--- config.mk ---
export PLATFORM = sky130hd
export DESIGN_NAME = mavc_sqrt_cell
export DESIGN_NICKNAME = d
export VERILOG_FILES = /design/src/rtl/mavc_pkg.sv /design/src/rtl/mavc_sqrt_cell.sv
export SDC_FILE = /design/constraint.sdc
export NUM_CORES = 1
export LEC_CHECK = 0
export ABC_AREA = 0
export BUFFER_PORTS_ARGS = -buffer_cell sky130_fd_sc_hd__buf_4
export CORE_AREA = 2 2 203 205
export CTS_CLUSTER_SIZE = 20
export DETAILED_ROUTE_END_ITERATION = 7
export DIE_AREA = 0 0 205 207
export PLACE_DENSITY = 0.43
export SLEW_MARGIN = 15
export SYNTH_ARGS = -nofsm -noshare
export SYNTH_HDL_FRONTEND = slang
export SYNTH_SLANG_ARGS = --single-unit
--- constraint.sdc ---
create_clock -name clk -period 0.8 [get_ports clk]
set_clock_uncertainty 0.05 [all_clocks]
set_input_delay 0.04 -clock clk [delete_from_list [all_inputs] [get_ports clk]]
set_output_delay 0.04 -clock clk [all_outputs]
set_load 0.005 [all_outputs]
--- src/rtl/mavc_pkg.sv ---
// ----------------------------------------------------------------------------
// mavc_pkg
// Shared constants, word types and table functions for the flow state to
// velocity component pipeline.
// ----------------------------------------------------------------------------
`default_nettype none

package mavc_pkg;

    localparam int CORDIC_STAGES_DEF = 16;
    localparam int FRACTION_BITS_DEF = 16;

    // angle in Q.40 radians, signed
    localparam int ZW     = 44;
    localparam int SPEED_W = 37;
    localparam int ROOT_W = 32;
    localparam int RAD_W  = 64;
    localparam int REM_W  = 34;

    localparam longint unsigned PI_Q32    = 64'd13493037705;
    localparam longint unsigned K_INF_Q32 = 64'd2608131496;

    localparam logic signed [25:0] QUARTER_DEG = 26'sd5898240;
    localparam logic signed [25:0] HALF_DEG    = 26'sd11796480;

    // pi_q32 / 46080 split into quotient and remainder
    localparam logic [18:0] PI_QUOT = 19'd292817;
    localparam logic [14:0] PI_REM  = 15'd30345;
    // ceil(2^34 / 45), exact for dividends below 2^28
    localparam logic [28:0] RECIP45 = 29'd381774871;
    localparam int RECIP_SHIFT = 34;

    localparam logic [SPEED_W-1:0] SPEED_MAX = {SPEED_W{1'b1}};

    // configuration register indexes
    localparam logic REG_GAMMA = 1'b0;
    localparam logic REG_GASR  = 1'b1;

    typedef struct packed {
        logic [23:0]          mach;
        logic signed [ZW-1:0] z;
        logic                 flip;
        logic [31:0]          pres;
        logic [31:0]          temp;
    } root_side_t;

    typedef struct packed {
        logic        flip;
        logic [31:0] pres;
        logic [31:0] temp;
    } rot_side_t;

    // restoring long division for the series terms
    function automatic longint unsigned series_div(input longint unsigned num,
                                                   input int den);
        longint unsigned quo;
        longint unsigned rem;
        quo = 64'd0;
        rem = 64'd0;
        for (int b = 63; b >= 0; b--)
        begin
            rem = {rem[62:0], num[b]};
            if (rem >= 64'(den))
            begin
                rem    = rem - 64'(den);
                quo[b] = 1'b1;
            end
        end
        return quo;
    endfunction

    // arctan(2^-i) in Q.40 radians from the odd power series in Q.62
    function automatic longint unsigned atan_q40(input int i);
        longint unsigned sum;
        longint unsigned term;
        int              k;
        bit              minus;
        sum   = 64'd0;
        minus = 1'b0;
        if (i == 0)
            return PI_Q32 * 64;
        for (k = 1; i * k <= 62; k += 2)
        begin
            term = series_div(64'd1 << (62 - i * k), k);
            sum  = minus ? sum - term : sum + term;
            minus = !minus;
        end
        return (sum + (64'd1 << 21)) >> 22;
    endfunction

endpackage

`default_nettype wire

--- src/rtl/mavc_sqrt_cell.sv ---
// ----------------------------------------------------------------------------
// mavc_sqrt_cell
// One digit step of the restoring square root: two radicand bits in, one
// root bit out, registered.
// ----------------------------------------------------------------------------
`default_nettype none

module mavc_sqrt_cell (
    input  wire                                   clk,
    input  wire                                   rst_n,
    input  wire                                   in_valid,
    input  wire  [mavc_pkg::REM_W-1:0]            in_rem,
    input  wire  [mavc_pkg::ROOT_W-1:0]           in_root,
    input  wire  [mavc_pkg::RAD_W-1:0]            in_rad,
    input  mavc_pkg::root_side_t                  in_side,
    output logic                                  out_valid,
    output logic [mavc_pkg::REM_W-1:0]            out_rem,
    output logic [mavc_pkg::ROOT_W-1:0]           out_root,
    output logic [mavc_pkg::RAD_W-1:0]            out_rad,
    output mavc_pkg::root_side_t                  out_side
);
    import mavc_pkg::*;

    logic [REM_W+1:0]  cur;
    logic [REM_W+1:0]  trial;
    logic [REM_W+1:0]  diff;
    logic              ge;
    logic              valid_reg;
    logic [REM_W-1:0]  rem_reg, rem_next;
    logic [ROOT_W-1:0] root_reg, root_next;
    logic [RAD_W-1:0]  rad_reg;
    root_side_t        side_reg;

    always_comb
    begin
        cur       = {in_rem, in_rad[RAD_W-1 -: 2]};
        trial     = {2'b00, in_root, 2'b01};
        diff      = cur - trial;
        ge        = (cur >= trial);
        rem_next  = ge ? diff[REM_W-1:0] : cur[REM_W-1:0];
        root_next = {in_root[ROOT_W-2:0], ge};
    end

    always_ff @(posedge clk or negedge rst_n)
    begin
        if (!rst_n)
            valid_reg <= 1'b0;
        else
            valid_reg <= in_valid;
    end

    always_ff @(posedge clk)
    begin
        rem_reg  <= rem_next;
        root_reg <= root_next;
        rad_reg  <= {in_rad[RAD_W-3:0], 2'b00};
        side_reg <= in_side;
    end

    assign out_valid = valid_reg;
    assign out_rem   = rem_reg;
    assign out_root  = root_reg;
    assign out_rad   = rad_reg;
    assign out_side  = side_reg;

endmodule

`default_nettype wire

==> Word level (Yosys, flattened, before mapping) <==
Index checks and enable logic that the tools add are counted.
{ "word_totals": {"reg_bits": 262, "in_bits": 266, "out_inout_bits": 264, "word_cells": 12} }
{ "classes": {"n_addsub": 1, "n_lt_le_gt_ge": 1, "n_mux": 1} }
{ "ops": {"columns": ["op", "count"], "rows": [
  ["$ge A36 B34 Y1", 1],
  ["$mux W34", 1],
  ["$sub A34 B34 Y34", 1]
]} }

==> Logic depth before layout (Yosys ltp) <==
Gate-level depths: netlist of the first run.
{ "depth": {"ltp_word": 2, "ltp_mapped": 13, "mapped_depth_nobuf": 10} }

==> Least setup slack after synthesis of the first run <==
Ideal clock, no wire load.
{ "synth_path": {"path_kind": "input to register", "startpoint": "input in_root[9] (netlist bit)", "endpoint": "register rem_reg[27] (netlist: out_rem[27])", "setup_time_ns": 0.121, "arrival_ns": 2.022, "required_time_ns": 0.629, "slack_ns": -1.394, "path_stages": 10, "n_path_buf": 0, "path_cell_list": "inv_1 > ha_1 > a21o_1 > a31o_1 > a211oi_4 > o211ai_2 > a21bo_2 > mux2i_1 > o221ai_1 > mux2_4"} }
{ "synth_via": {"elab_chain_cells": 2, "elab_cells_between_ends": 3, "cone_classes": "add/sub (1); order compare (1); mux (1)"} }
{ "synth_rtl": {"columns": ["item", "line_no", "text"], "rows": [
  ["start: declaration", "mavc_sqrt_cell.sv:13", "input wire [mavc_pkg::ROOT_W-1:0] in_root,"],
  ["$sub A34 B34 Y34 or $ge A36 B34 Y1 (tied branches)", "mavc_sqrt_cell.sv:38, mavc_sqrt_cell.sv:39", null],
  ["$mux W34 *", "mavc_sqrt_cell.sv:40", "rem_next = ge ? diff[REM_W-1:0] : cur[REM_W-1:0];"],
  ["net rem_next[27]", "mavc_sqrt_cell.sv:29", "logic [REM_W-1:0] rem_reg, rem_next;"],
  ["end signal: assignment", "mavc_sqrt_cell.sv:54", "rem_reg <= rem_next;"],
  ["end: declaration", "mavc_sqrt_cell.sv:29", null]
]} }
The timed path passes the listed nets; every way through them passes the cells marked *.

==> Final worst setup path of the first run <==
{ "layout_path": {"startpoint": "input in_root[21] (netlist bit)", "endpoint": "register rem_reg[21] (netlist: out_rem[21])"} }
{ "layout_via": {"elab_chain_cells": 2} }
{ "layout_rtl": {"columns": ["item", "line_no", "text"], "rows": [
  ["$ge A36 B34 Y1", "mavc_sqrt_cell.sv:39", "ge = (cur >= trial);"],
  ["$mux W34", "mavc_sqrt_cell.sv:40", null],
  ["net rem_next[21]", "mavc_sqrt_cell.sv:29", null]
]} }
The timed path passes the listed nets, and every way through them passes these cells.

==> results_dict.tcl, run 1 <==
set metrics [dict create \
    rsz0062_at_grt "yes" \
    dieArea_sq_mm 0.0424 \
    vias_per_cell 3.88 \
    synth-edff-count 0 \
    syn-cell-area_sq_mm 0.00772 \
    drtAntennaViolNets 0 \
    start_util 0.191 \
    place_congestion 0.868 \
    routed-via-count 8295 \
    yosys_warnings 0 \
    clock-sinks 262 \
    cts-root-buf "clkbuf_16" \
    die_y_microns 207 \
    power.leakage_nw 8.58 \
    ir_drop_mv 1.42 \
    cts_made_buffers 31 \
    synth-seq-cells 262 \
    layout_min_cycle_time_ns 1.74 \
    synth_top_area_cell "dfxtp_1" \
    synth_flop_cell "dfxtp_1" \
    grt_max_degree 43 \
    ys_types 63 \
    hold_ws_ns -0.350 \
    outcome "finished, violations left" \
    area_growth_pct 144 \
    critPathRequiredTime_ns 1.22 \
    die_x_microns 205 \
    route.detailed.drc 0 \
    drt_iter0_drc 247 \
    fmax_ghz 0.573 \
    layout-drive-gt1-share 0.643 \
    period_share 2.18 \
    track_usage 0.174 \
    seqPwrFrac 0.399 \
    layout.nets 1878 \
    dr.pass1.iters 4 \
    wl_per_cell_microns 18.7 \
    overflow 0 \
    hpwlAfterDp_microns 29300 \
    drv_slew 0 \
    synth_top_area_share 0.677 \
    row_count 74 \
    setup_violations 297 \
    grt_pass1_vias 8703 \
    io_buffers 527 \
    cts_buffer_depth 3 \
    worstPathArrival_ns 2.16 \
    final_common_cell "buf_4" \
    hold_viol_final 10 \
    async_reset_ff_frac 0.00382 \
    start_kind "primary input" \
    setup_tns_ns -100.27 \
    p_sw_mw 9.31 \
    grt_pass1_wl_microns 55500 \
    drv.max_cap_violation_count 0 \
    synth_cells 641 \
    yosysSeqAreaShare 0.680 \
    pwr-share-clk 0.377 \
    cts_tree "yes" \
    setup_slack_ns -0.945 \
    ios 530 \
    power.density_mw_per_mm2 1960 \
    endpoint_kind "flip-flop" \
    crit_type "in -> reg" \
    antenna_found_initial 10 \
    cts_max_level 1 \
    design.core.area_sq_mm 0.0404 \
    fillers 3722 \
    avgSynthCellArea_sq_um 12.0 \
    pre_cts_slack_ns -1.79 \
    p_int_mw 27.6 \
    cp_max_fo 7 \
    p_comb_frac 0.224 \
    switching_share 0.253 \
    violations "hold timing, setup timing" \
    clk_pin_slew_ns 0.06 \
    hold_class "in -> reg" \
    ys_top_cells_by_area "dfxtp_1 (68%), ha_1 (5.5%), nand2_1 (2.8%), o21ai_0 (2.7%), inv_1 (2.0%)" \
    utilization 0.466 \
    drt-total-wl_microns 40000 \
    layout_common_cells "buf_4 (398), dlygate4sd3_1 (256), buf_6 (251)" \
]
==> synth_stat cells, drive strengths merged, types with 4 or more instances <==
| master | n |
|---|---|
| xor2 | 13 |
| xnor2 | 14 |
| ha | 34 |
| dfxtp | 261 |
| clkbuf | 7 |
| a21o | 20 |
| o31ai | 5 |
| and2 | 5 |
| nor3 | 10 |
| buf | 9 |
| nor2 | 18 |
| inv | 42 |
| nand3 | 6 |
| nand2 | 58 |
| and3 | 5 |
| a21oi | 28 |
| mux2i | 4 |
| nand2b | 5 |
| nand4 | 7 |
| a31oi | 5 |
| o21ai | 46 |
==> area by class of cell <==
| type | count | area, sq um | share of cell area |
|---|---|---|---|
| antenna | 5 | 12.5 | 0.000665 |
| clock buffer | 40 | 840 | 0.0446 |
| clock inverter | 17 | 161 | 0.00857 |
| inverter | 43 | 211 | 0.0112 |
| multi-input combinational | 321 | 2750 | 0.146 |
| sequential | 262 | 5530 | 0.294 |
| tap | 532 | 666 | 0.0354 |
| timing repair buffer | 919 | 8650 | 0.460 |
==> logic make-up (layout without fill, tap and decap cells) <==
kind of cell               count (synthesis)  count (layout)  synth area share
DFF                                      262             262             0.680
AOI/OAI and AO/OA                        133             133             0.121
and+or+nand+nor                          120             120            0.0726
buffers and inverters                     59            1019            0.0334
adders and majority gates                 34              34            0.0551
xor gates and xnor gates                  27              27            0.0306
muxes                                      5               5           0.00713
other                                      1               7          0.000486
==> worst max-delay path, cell delays in order <==
cell and delay, ns:
buf_4 0.08, inv_1 0.07, ha_4 0.28, buf_4 0.14
and4_1 0.22, nand3_2 0.12, o311ai_2 0.31, a211oi_2 0.08
o21a_4 0.25, buf_12 0.14, clkbuf_16 0.16, o31ai_4 0.25
==> path summary, 6_finish.rpt <==
check	from	endpoint	slack, ns	depth (start not counted)
hold / removal	in_rem[27]	out_rem[29]$_DFF_P_	-0.35	3
setup / recovery	in_root[21]	out_rem[21]$_DFF_P_	-0.94	12
max in group asynchronous	rst_n	out_valid$_DFF_PN0_	0.31	3
min in group asynchronous	rst_n	out_valid$_DFF_PN0_	0.28	3
==> what timing repair did <==
item / in CTS / in global routing
setup endpoints to repair: 297 / 297
cloned: 0 / 6
buffers inserted: 12 / 15
pin swaps: 29 / 27
gates resized for setup: 349 / 200
hold buffers: 243 / 13
endpoints found under the hold margin: 263 / 22
==> routing by layer <==
metal	up-vias	wire length [microns]	track usage
li1	4040	-	-
met1	3880	15400	0.199
met2	291	20500	0.315
met3	74	2850	0.0448
met4	10	1160	0.0516
met5	-	64	0
==> metrics by stage <==
stage               total power, mW  cell area (sq um)  cells
global placement               20.7              13400   1792
CTS                            36.8              17900   2103
floorplan                      16.7               8080    642
finish                         36.9              18800   2139
detailed placement             20.7              13400   1792
global route                   38.6              18800   2138
==> power groups by stage <==
| stage | Sequential (mW) | Combinational (mW) | Clock, mW |
|---|---|---|---|
| CTS | 14.6 | 7.74 | 14.4 |
| global route | 14.8 | 8.84 | 14.9 |
| detailed placement | 14.6 | 6.03 | 0 |
| global placement | 14.7 | 6.01 | 0 |
| floorplan | 14.7 | 1.95 | 0 |
| finish | 14.7 | 8.25 | 13.9 |
==> registers in the layout, summed over array words and instances, names as in the netlist <==
name / flops
out_rem: 34
out_root: 32
out_valid: 1
out_rad: 62
out_side: 133
No activity file was read; power rests on OpenSTA's default activity.
==> inputs of run 2 (changes only) <==
Settings changed: ABC_AREA 0 to 1, CORE_AREA 2 2 203 205 to 2 2 208 210, DIE_AREA 0 0 205 207 to 0 0 210 212.
==> run 2 against run 1 <==
  * The flow still finishes with violations (hold timing, setup timing)
  * Combinational power rose by 4.4%
  * Critical endpoint is now out_rem[22]$_DFF_P_
  * Critical path depth increased by 3
  * Die area increased by 4.9%
  * Largest power group unchanged
  * Sequential share of layout area decreased by 1.1 points
  * Clock power is essentially flat
  * Wire length increased by 23%
  * Core utilization fell by 0.65 points
  * Via count grew 12%
  * Largest cell class unchanged
  * Critical path type unchanged
  * First-iteration DRC count is 25% higher
  * Total power increased by 1.3%
  * Synthesized cell count rose by 42%
==> results_dict.tcl, run 2 <==
set metrics [dict create \
    wl_per_cell_microns 20.4 \
    endpoint_kind "flip-flop" \
    period_share 1.60 \
    grt_pass1_vias 9544 \
    dr.pass1.iters 4 \
    place_inst 2085 \
    antenna_found_initial 13 \
    hold_ws_ns -0.471 \
    ys_top_cells_by_area "dfxtp_1 (63%), nand2_1 (13%), inv_1 (6.3%), ha_1 (5.1%), nand3_1 (2.3%)" \
    track_usage 0.208 \
    power.density_mw_per_mm2 1910 \
    cp_common_cell "nand2_2" \
    use_met3 0.0641 \
    clk_pin_slew_ns 0.06 \
    ir_drop_mv 1.55 \
    critPathMaxStageDelay_ns 0.29 \
    synth-compound-area-share 0.0267 \
    ios 530 \
    setup_violations 297 \
    die_y_microns 212 \
    synthTopCellsByCount "nand2_1 (288), dfxtp_1 (261), inv_1 (139), nor2_1 (49), nand3_1 (38)" \
    rsz0062_at_grt "yes" \
    avgSynthCellArea_sq_um 9.14 \
    layout_common_cells "buf_4 (389), buf_6 (261), dlygate4sd3_1 (242)" \
    row_count 76 \
    layout_min_cycle_time_ns 1.28 \
    largest_register_ffs 133 \
    power_mw 37.3 \
    drtAntennaViolNets 0 \
    synth_top_area_share 0.629 \
    cts_max_level 1 \
    cts_made_buffers 31 \
    synth_cells 909 \
    hold_viol_final 30 \
    crit_slowest_cell "ha_4" \
    area_growth_pct 135 \
    design.core.area_sq_mm 0.0425 \
    ys_types 26 \
    syn-cell-area_sq_mm 0.00830 \
    cts-root-buf "clkbuf_16" \
    yosys_warnings 0 \
    final_common_cell "buf_4" \
    drt_iter0_drc 308 \
    violations "hold timing, setup timing" \
    cp-startpoint "in_root[21]" \
    setup_tns_ns -89.88 \
    grt_pass1_wl_microns 66200 \
    synth_fa_ha_area_frac 0.0512 \
    crit_type "in -> reg" \
    placed_area_sq_mm 0.0143 \
    crit_chain "buf_4 -> inv_2 -> ha_4 -> nand2_4 -> nor2_4 -> nand2_2 -> nor2_4 -> nand2_2 -> a21oi_2 -> nor2_2 -> nand2_8 -> clkinv_8 -> clkbuf_16 -> nand2_2 -> nand2_1" \
    final_design_area_no_fill_sq_mm 0.0195 \
    grtUsageMet1 0.249 \
    layout.nets 2138 \
    yosysSeqAreaShare 0.632 \
    fmax_ghz 0.779 \
    critPathRequiredTime_ns 1.21 \
    layout-drive-gt1-share 0.586 \
    overflow 0 \
    clock-sinks 262 \
    synth_top_area_cell "dfxtp_1" \
    outcome "finished, violations left" \
    grt_use_met2 0.349 \
    start_kind "primary input" \
    synthMuxAreaShare 0 \
    grt_max_degree 18 \
    routed-via-count 9316 \
    synth_flop_cell "dfxtp_1" \
    endpoint "out_rem[22]$_DFF_P_" \
    synth-edff-count 0 \
    async_reset_ff_frac 0.00382 \
    route.detailed.drc 0 \
    drv_slew 0 \
    place_congestion 0.877 \
    cp_max_fo 8 \
    drt-total-wl_microns 49200 \
    hpwlAfterDp_microns 38700 \
    yosys.area_share.simple 0.198 \
    vias_per_cell 3.87 \
    synth_top_family_by_area "simple AND/OR/NAND/NOR gates" \
    power.leakage_nw 9.46 \
    start_util 0.195 \
    synthXorXnorAreaFrac 0.0190 \
    die_x_microns 210 \
    worstPathArrival_ns 1.69 \
    dieArea_sq_mm 0.0445 \
    top_usage_layer "met2" \
    synth-seq-cells 262 \
    hold_class "in -> reg" \
    yosys.cell_count.top_type "nand2_1" \
    io_buffers 527 \
    drv.max_cap_violation_count 0 \
    finalNonFillerCells 2409 \
    setup_slack_ns -0.483 \
    cts_buffer_depth 3 \
    cts_tree "yes" \
]
[run 2: cell count changes after synthesis, moves of 11 or more]
| cell | delta |
|---|---|
| a21o_1 | -19 |
| inv_1 | +97 |
| nand3_1 | +32 |
| xnor2_1 | -11 |
| o21ai_0 | -28 |
| nor2_1 | +31 |
| nand2_1 | +230 |
[run 2: area by class of cell]
class	count	area, sq um
flip-flops and latches	262	5530
multi-input cells	500	3250
clock buffers	42	837
clock inverters	12	144
repair buffers	903	8500
fillers	4168	23000
well taps	546	683
diodes	4	10.0
inverters	140	586
[run 2: cells by family after synthesis]
| group | count (synthesis) |
|---|---|
| adders and majority gates | 34 |
| DFF | 262 |
| and+or+nand+nor | 404 |
| buffers and inverters | 148 |
| other | 1 |
| AOI/OAI and AO/OA | 42 |
| xor gates and xnor gates | 18 |
[run 2: layer usage]
metal,wire length [microns],up-vias
met5,107,-
met3,3650,85
met4,1860,16
met1,20100,4260
li1,-,4618
met2,23600,337
[run 2: how the worst min path moves through the flow]
stage	startpoint	endpoint	slack [ns]	cells after the start
final	in_root[8]	out_root[9]$_DFF_P_	-0.47	1
after global routing	in_root[8]	out_root[9]$_DFF_P_	-0.50	1
after CTS	in_root[0]	out_root[1]$_DFF_P_	-0.52	1
after detailed placement	rst_n	out_valid$_DFF_PN0_	-0.23	1
after global placement	rst_n	out_valid$_DFF_PN0_	-0.23	1
after floorplan	rst_n	out_valid$_DFF_PN0_	-0.31	0
[run 2: per-stage QoR]
| stage | util | worst slack, ns |
|---|---|---|
| 6_report | 0.460 | -0.483 |
| 5_1_grt | 0.460 | -0.537 |
| 4_1_cts | 0.438 | -0.386 |
| 3_5_place_dp | 0.336 | -1.13 |
| 3_3_place_gp | 0.336 | -1.12 |
| 2_1_floorplan | - | -0.673 |
[run 2: timing repair]
item | 4_1_cts | 5_1_grt
hold buffers | 227 | 15
resized for setup | 395 | 204
cloned | 0 | 4
endpoints found under the hold margin | 262 | 42
pin swaps | 8 | 59
setup buffers | 6 | 14
setup endpoints to repair | 297 | 297
[run 2: where the power goes]
group | leakage [nW] | switching [mW] | internal, mW
Combinational | 6.77 | 3.51 | 5.09
Clock | 0.478 | 5.81 | 8.23
Sequential | 2.22 | 0.487 | 14.2
Total | 9.46 | 9.81 | 27.5
[run 2: worst max-delay path: cells and delay by family]
family                   cells  cell delay [ns]
AND/OR/NAND/NOR              9             0.78
buffers and inverters        4             0.41
adder cells (fa/ha/maj)      1             0.29
AO/OA/AOI/OAI                1             0.14
